### config.mk
export PLATFORM = sky130hd
export DESIGN_NAME = amx_alu
export DESIGN_NICKNAME = d
export VERILOG_FILES = /design/src/rtl/amx_pkg.sv /design/src/rtl/amx_alu.sv
export SDC_FILE = /design/constraint.sdc
export NUM_CORES = 1
export LEC_CHECK = 0
export BUFFER_PORTS_ARGS = -buffer_cell sky130_fd_sc_hd__buf_2
export CORE_ASPECT_RATIO = 0.5
export CORE_MARGIN = 3
export CORE_UTILIZATION = 59
export DETAILED_ROUTE_END_ITERATION = 8
export PLACE_DENSITY_LB_ADDON = 0.3
export SLEW_MARGIN = 40
export SYNTH_ARGS = -nofsm -noshare
export SYNTH_HDL_FRONTEND = slang
export SYNTH_SLANG_ARGS = --single-unit
### constraint.sdc
create_clock -name vclk -period 15.85
set_input_delay 3.17 -clock vclk [all_inputs]
set_output_delay 3.17 -clock vclk [all_outputs]
set_load 0.03 [all_outputs]
### src/rtl/amx_pkg.sv
`default_nettype none

package amx_pkg;

  // default storage sizes
  localparam int WORD_BITS_DEF = 24;
  localparam int ADDR_BITS_DEF = 12;

  // fixed field widths on the stream ports
  localparam int REQ_W      = 5;
  localparam int MODE_W     = 2;
  localparam int ADDRESS_W  = 12;
  localparam int PRELOAD_W  = 24;
  localparam int ACC_W      = 24;
  localparam int STATUS_W   = 3;
  localparam int IN_DATA_W  = 48;
  localparam int OUT_DATA_W = 32;

  // request codes
  localparam logic [REQ_W-1:0] REQ_PRELOAD = 5'd0;
  localparam logic [REQ_W-1:0] REQ_HALT    = 5'd1;
  localparam logic [REQ_W-1:0] REQ_NOP     = 5'd2;
  localparam logic [REQ_W-1:0] REQ_LD      = 5'd3;
  localparam logic [REQ_W-1:0] REQ_ST      = 5'd4;
  localparam logic [REQ_W-1:0] REQ_EM      = 5'd5;
  localparam logic [REQ_W-1:0] REQ_ADD     = 5'd6;
  localparam logic [REQ_W-1:0] REQ_SUB     = 5'd7;
  localparam logic [REQ_W-1:0] REQ_CLR     = 5'd8;
  localparam logic [REQ_W-1:0] REQ_COM     = 5'd9;
  localparam logic [REQ_W-1:0] REQ_AND     = 5'd10;
  localparam logic [REQ_W-1:0] REQ_OR      = 5'd11;
  localparam logic [REQ_W-1:0] REQ_XOR     = 5'd12;
  localparam logic [REQ_W-1:0] REQ_J       = 5'd13;
  localparam logic [REQ_W-1:0] REQ_JZ      = 5'd14;
  localparam logic [REQ_W-1:0] REQ_JN      = 5'd15;
  localparam logic [REQ_W-1:0] REQ_JP      = 5'd16;

  // addressing modes
  localparam logic [MODE_W-1:0] MODE_DIRECT  = 2'd0;
  localparam logic [MODE_W-1:0] MODE_IMM     = 2'd1;
  localparam logic [MODE_W-1:0] MODE_INDEXED = 2'd2;
  localparam logic [MODE_W-1:0] MODE_BAD     = 2'd3;

  // status codes
  localparam logic [STATUS_W-1:0] ST_OK      = 3'd0;
  localparam logic [STATUS_W-1:0] ST_HALT    = 3'd1;
  localparam logic [STATUS_W-1:0] ST_UNIMPL  = 3'd2;
  localparam logic [STATUS_W-1:0] ST_ILLEGAL = 3'd3;
  localparam logic [STATUS_W-1:0] ST_REFUSED = 3'd4;

  // execute decisions handed from the ALU to the pipeline
  typedef struct packed {
    logic [STATUS_W-1:0] status;
    logic                wr_en;
    logic                halt_set;
  } amx_ctl_t;

endpackage

`default_nettype wire

### src/rtl/amx_alu.sv
`default_nettype none

module amx_alu #(
  parameter int WORD_BITS = 24,
  parameter int ADDR_BITS = 12
) (
  input  wire logic [amx_pkg::REQ_W-1:0]  req,
  input  wire logic [amx_pkg::MODE_W-1:0] mode,
  input  wire logic [ADDR_BITS-1:0]       addr,
  input  wire logic [WORD_BITS-1:0]       pre,
  input  wire logic [WORD_BITS-1:0]       acc,
  input  wire logic [WORD_BITS-1:0]       mem_data,
  input  wire logic                       halted,
  output amx_pkg::amx_ctl_t               ctl,
  output logic      [WORD_BITS-1:0]       acc_next,
  output logic      [WORD_BITS-1:0]       wr_data
);

  import amx_pkg::*;

  function automatic logic [STATUS_W-1:0] check_direct(input logic [MODE_W-1:0] m);
    logic [STATUS_W-1:0] s;
    case (m)
      MODE_DIRECT:  s = ST_OK;
      MODE_INDEXED: s = ST_UNIMPL;
      default:      s = ST_ILLEGAL;
    endcase
    return s;
  endfunction

  function automatic logic [STATUS_W-1:0] check_dir_imm(input logic [MODE_W-1:0] m);
    logic [STATUS_W-1:0] s;
    case (m)
      MODE_DIRECT, MODE_IMM: s = ST_OK;
      MODE_INDEXED:          s = ST_UNIMPL;
      default:               s = ST_ILLEGAL;
    endcase
    return s;
  endfunction

  logic [WORD_BITS-1:0] opnd;

  // immediate operand is the address, zero-extended or cut to the word
  assign opnd = (mode == MODE_DIRECT) ? mem_data : WORD_BITS'(addr);

  always_comb begin
    ctl.status   = ST_OK;
    ctl.wr_en    = 1'b0;
    acc_next     = acc;
    wr_data      = acc;
    if (halted) begin
      ctl.status = ST_REFUSED;
    end else begin
      unique case (req) inside
        REQ_PRELOAD: begin
          ctl.wr_en = 1'b1;
          wr_data   = pre;
        end
        REQ_HALT: begin
          ctl.status = ST_HALT;
        end
        REQ_ST, REQ_EM, REQ_J, REQ_JZ, REQ_JN, REQ_JP: begin
          ctl.status = check_direct(mode);
          if (ctl.status == ST_OK && req == REQ_ST) begin
            ctl.wr_en = 1'b1;
          end else if (ctl.status == ST_OK && req == REQ_EM) begin
            ctl.wr_en = 1'b1;
            acc_next  = mem_data;
          end
        end
        REQ_LD, REQ_ADD, REQ_SUB, REQ_AND, REQ_OR, REQ_XOR: begin
          ctl.status = check_dir_imm(mode);
          if (ctl.status == ST_OK) begin
            case (req)
              REQ_LD:  acc_next = opnd;
              REQ_ADD: acc_next = acc + opnd;
              REQ_SUB: acc_next = acc - opnd;
              REQ_AND: acc_next = acc & opnd;
              REQ_OR:  acc_next = acc | opnd;
              default: acc_next = acc ^ opnd;
            endcase
          end
        end
        REQ_CLR: begin
          acc_next = '0;
        end
        REQ_COM: begin
          acc_next = ~acc;
        end
        default: begin
          // NOP and unused codes
          acc_next = acc;
        end
      endcase
    end
    ctl.halt_set = (ctl.status == ST_HALT) || (ctl.status == ST_UNIMPL) ||
                   (ctl.status == ST_ILLEGAL);
  end

endmodule

`default_nettype wire

==> results of run 1 <==
==> logic make-up after synthesis <==
kind of cell	after synthesis	synth area share, %
compound gates	250	34.5
mux	64	14.4
buf+inv	90	7.83
simple gates	184	18.4
xor+xnor	33	6.18
fa+ha+maj	69	18.6
==> worst paths after layout <==
kind | startpoint | endpoint | slack (ns)
setup / recovery | mode[1] | acc_next[23] | 4.59
hold / removal | halted | ctl[4] | 6.65
==> per-stage QoR <==
stage               total power (W)  worst slack, ns
floorplan                  0.000125             5.41
global placement           0.000176             4.91
detailed placement         0.000180             4.78
CTS                        0.000181             4.76
global route               0.000202             4.23
finish                     0.000185             4.59
==> where the power goes <==
group | switching [W] | internal, W
combinational | 0.000115 | 0.0000698
sequential | 0 | 0
clock | 0 | 0
total | 0.000115 | 0.0000698
==> area by class of cell <==
| cell class | count | area share [%] |
|---|---|---|
| inverter | 52 | 3.57 |
| multi-input combinational | 600 | 79.3 |
| tap | 108 | 2.47 |
| timing repair buffer | 154 | 14.6 |
==> layout by cell type (no fill, tap or decap), types with 5 or more instances in the layout <==
cell,synthesis,final
xor2_1,5,5
mux2_2,26,26
a31oi_1,6,5
a22oi_1,7,7
nand2_1,71,69
a21oi_1,57,57
inv_1,52,52
buf_4,3,8
mux2i_1,38,38
o211ai_1,9,9
a21o_1,7,7
ha_1,68,68
o22ai_1,22,22
nor3_1,6,5
o221ai_1,15,15
o21ai_0,69,69
buf_2,2,145
xnor2_1,28,28
nand2b_1,8,8
nor2_1,51,49
nand3_1,9,9
o21a_1,5,5
nor2b_1,10,10
a221oi_1,10,10
a211oi_1,6,6
==> critical path: cells and delay by family <==
| kind | cells | cell delay (ns) |
|---|---|---|
| and+or+nand+nor | 6 | 1.31 |
| xor gates and xnor gates | 1 | 0.16 |
| muxes | 1 | 0.53 |
| buffers and inverters | 3 | 0.84 |
| AOI/OAI and AO/OA | 7 | 1.68 |
| adders and majority gates | 1 | 0.35 |
==> layer usage <==
metal,global-route usage [%],vias to the layer above,routed length (um)
met4,12.3,0,551
met5,0,-,0
li1,-,2799,-
met3,4.64,65,1970
met1,48.7,2694,7410
met2,58.0,416,7140
==> results_dict.tcl, run 1 <==
set metrics [dict create \
    relSlewSlack_pct 38.4 \
    syn_inst 690 \
    area_delta_synth_final_pct 17.0 \
    slowest_stage "mux2i_1" \
    die_area_sq_um 9100 \
    gp_congestion 0.988 \
    ant_nets 0 \
    postLayoutCoreUtil_pct 72.8 \
    final_nets 969 \
    yosys.area.top_type "ha_1" \
    grt_max_degree 38 \
    yosys-top-cells-area "ha_1 18%, mux2i_1 8.1%, o21ai_0 7.4%, mux2_2 6.3%, a21oi_1 6.1%" \
    final.setup.tns_ns 0 \
    design.core.area_sq_um 7510 \
    grt_pass1_wl_um 26500 \
    num_vias 5974 \
    outcome "complete, no violations" \
    path_cells "buf_2, nor2_4, buf_4, mux2i_1, and4_2, and2_2, a21oi_1, xnor2_1, ha_1, a21o_1, a211oi_1, nand2_1, o21ai_0, o21ai_0, nand3_1, a21boi_1, or4_1, o211ai_2, buf_2" \
    rsz0062_at_grt "no" \
    fin_cells 914 \
    via_per_inst 6.54 \
    cts_resized 0 \
    cpPeakStageDelay_ns 0.53 \
    dp.cells 914 \
    die_x_um 132 \
    start_util_pct 62.3 \
    nClkBuffers 0 \
    post_cts_buffers 0 \
    first_iter_violations 720 \
    p_leak_nw 2.61 \
    holdPathStages 2 \
    syn-num-nets 851 \
    antennaDiodeCount 0 \
    post_dp_cell_area_sq_um 5470 \
    antenna_found_initial 0 \
    endpoint_kind "output pin" \
    drc 0 \
    grtUsageTotal_pct 35.4 \
    design_area_sq_um 5470 \
    setup_viol 0 \
    design.seq.count 0 \
    hold_class "in2out" \
    hpwl_um 12800 \
    ctsHoldBuffers 0 \
    slew_violations 0 \
    yosys_warnings 0 \
    tightest_slew_ns 0.921 \
    drive_gt1_share_pct 24.4 \
    whs_ns 6.65 \
    cp_max_fo 37 \
    path_class "in2out" \
    mappedNetlistArea_sq_um 4680 \
    crit_path_start_kind "primary input" \
    first_pass_iters 6 \
    synth_cell_types 66 \
    cp_data_arrival_time_ns 8.09 \
    overflow 0 \
    ys_seq_area_share_pct 0 \
    maxCapViolations 0 \
    grt_pass1_vias 5242 \
    yosys-top-cells-count "71 x nand2_1, 69 x o21ai_0, 68 x ha_1" \
    yosysTopAreaCellShare_pct 18.2 \
    yosysMostFrequentCell "nand2_1" \
    drt_wl_total_um 17100 \
    die_h_um 69.0 \
    fmax_ghz 0.0888 \
    power_density_nw_per_um2 33.8 \
    portBuffers 145 \
    rows 22 \
    seq_area_sq_um 0 \
    syn_area_per_cell_sq_um 6.78 \
    detail_route.wl_per_cell_um 18.7 \
    multi_input_area_sq_um 4340 \
    worst_ir_drop_vdd_v 0.0000221 \
    num-fill-cells 648 \
    pin_count 145 \
    hold_viol_final 0 \
    period_minus_slack_ns 11.26 \
    worstPathRequired_ns 12.68 \
    fin_crit_sh_pct 71.0 \
]
(Power assumes the default switching activity.)
==> run 2: changes to the inputs <==
CORE_UTILIZATION = 55   (was 59)
clock period = 11.2 ns   (was 15.85 ns; I/O delays follow)
==> run 2 against run 1 <==
Die area grew 6.8%. Non-clock buffer count is the same. Sequential share of layout area is the same. Critical path type unchanged. Highest routed layer unchanged.
==> results_dict.tcl, run 2 (synthesis results as in run 1) <==
set metrics [dict create \
    antenna_found_initial 0 \
    cp_data_arrival_time_ns 7.16 \
    p_int_w 0.0000994 \
    design.core.area_sq_um 8140 \
    first_iter_violations 640 \
    holdPathStages 2 \
    rsz0062_at_grt "no" \
    hold_viol_final 0 \
    start_util_pct 57.5 \
    worstHoldEndpoint "ctl[4]" \
    grtUsageTotal_pct 33.1 \
    pin_count 145 \
    power_density_nw_per_um2 47.8 \
    die_area_sq_um 9720 \
    die_x_um 136 \
    worst_ir_drop_vdd_v 0.0000277 \
    hp-start "halted" \
    detail_route.wl_per_cell_um 18.5 \
    post_cts_buffers 0 \
    dp.cells 918 \
    ctsHoldBuffers 0 \
    endpoint_kind "output pin" \
    num_vias 5923 \
    tightest_slew_ns 0.825 \
    fin_crit_sh_pct 83.9 \
    cpPeakStageDelay_ns 0.54 \
    worstPathRequired_ns 8.96 \
    antennaDiodeCount 0 \
    grt_pass1_vias 5273 \
    gp_congestion 0.980 \
    multi_input_area_sq_um 4340 \
    die_h_um 71.2 \
    power_w 0.000262 \
    cts_resized 0 \
    fin_cells 918 \
    portBuffers 145 \
    seq_area_sq_um 0 \
    num-fill-cells 781 \
    grt_max_degree 38 \
    crit_path_start_kind "primary input" \
    seq_power_share_pct 0 \
    via_per_inst 6.45 \
    hpwl_um 12900 \
    cp_max_fo 37 \
    area_delta_synth_final_pct 17.4 \
    switching_share_pct 62.1 \
    rows 23 \
    first_pass_iters 6 \
    fmax_ghz 0.106 \
    clkPwrFrac_pct 0 \
    pwr-share-comb_pct 100.0 \
    slew_violations 0 \
    relSlewSlack_pct 44.9 \
    drt_wl_total_um 17000 \
    mostFrequentLayoutCells "145 x buf_2, 69 x nand2_1, 69 x o21ai_0" \
    grt_pass1_wl_um 26500 \
    path_class "in2out" \
    hold_class "in2out" \
    ant_nets 0 \
    setup_viol 0 \
    final.setup.tns_ns 0 \
    final_common_cell "buf_2" \
    p_leak_nw 2.62 \
    design.seq.count 0 \
    maxCapViolations 0 \
    overflow 0 \
    slowest_stage "o21ai_0" \
    nClkBuffers 0 \
    path_cells "buf_2, nor2_4, buf_4, mux2i_1, and4_2, and2_2, a21oi_1, xnor2_1, ha_1, a21o_1, a211oi_1, nand2_1, o21ai_0, o21ai_0, nand3_1, a21boi_1, or4_1, o211ai_2, buf_2" \
    outcome "complete, no violations" \
    period_minus_slack_ns 9.40 \
    final_nets 969 \
    p_sw_w 0.000163 \
    drive_gt1_share_pct 24.6 \
    drc 0 \
]
==> run 2: worst max-delay path, delay by kind of cell <==
kind | cells | cell delay (ns)
xor gates and xnor gates | 1 | 0.17
buffers and inverters | 3 | 0.84
AOI/OAI and AO/OA | 7 | 1.74
muxes | 1 | 0.51
adders and majority gates | 1 | 0.35
and+or+nand+nor | 6 | 1.31
==> run 2: area by class of cell <==
| class | instances | share of cell area (%) |
|---|---|---|
| well taps | 112 | 2.55 |
| inverters | 52 | 3.55 |
| multi-input cells | 600 | 79.1 |
| repair buffers | 154 | 14.8 |
==> run 2: stage by stage <==
| step | cell area, sq um | util (%) | hold WS (ns) | setup slack [ns] |
|---|---|---|---|---|
| 3_3_place_gp | 5450 | 66.9 | 4.79 | 2.14 |
| 2_1_floorplan | 4680 | - | 4.59 | 2.62 |
| 5_1_grt | 5490 | 67.4 | 4.80 | 1.52 |
| 4_1_cts | 5490 | 67.4 | 4.80 | 1.93 |
| 6_report | 5490 | 67.4 | 4.79 | 1.80 |
| 3_5_place_dp | 5490 | 67.4 | 4.79 | 1.95 |
==> run 2: metal layers <==
metal | routed length [um] | GRT usage [%] | vias up
met5 | 0 | 0 | -
met2 | 7220 | 52.9 | 395
li1 | - | - | 2805
met4 | 240 | 7.15 | 0
met1 | 7430 | 47.6 | 2686
met3 | 2110 | 4.70 | 37
==> run 2: how the worst max path moves through the flow <==
stage               slack (ns)  depth (start not counted)      endpoint  startpoint
finish                    1.80                         19  acc_next[23]     mode[1]
global route              1.52                         19  acc_next[17]     mode[1]
CTS                       1.93                         19  acc_next[23]     mode[1]
detailed placement        1.95                         19  acc_next[23]     mode[1]
global placement          2.14                         19  acc_next[23]     mode[1]
floorplan                 2.62                         17  acc_next[22]     mode[1]
==> run 2: power groups by stage <==
stage	registers, W	logic [W]	clock network, W
finish	0	0.000262	0
global route	0	0.000288	0
CTS	0	0.000257	0
detailed placement	0	0.000255	0
global placement	0	0.000250	0
floorplan	0	0.000177	0
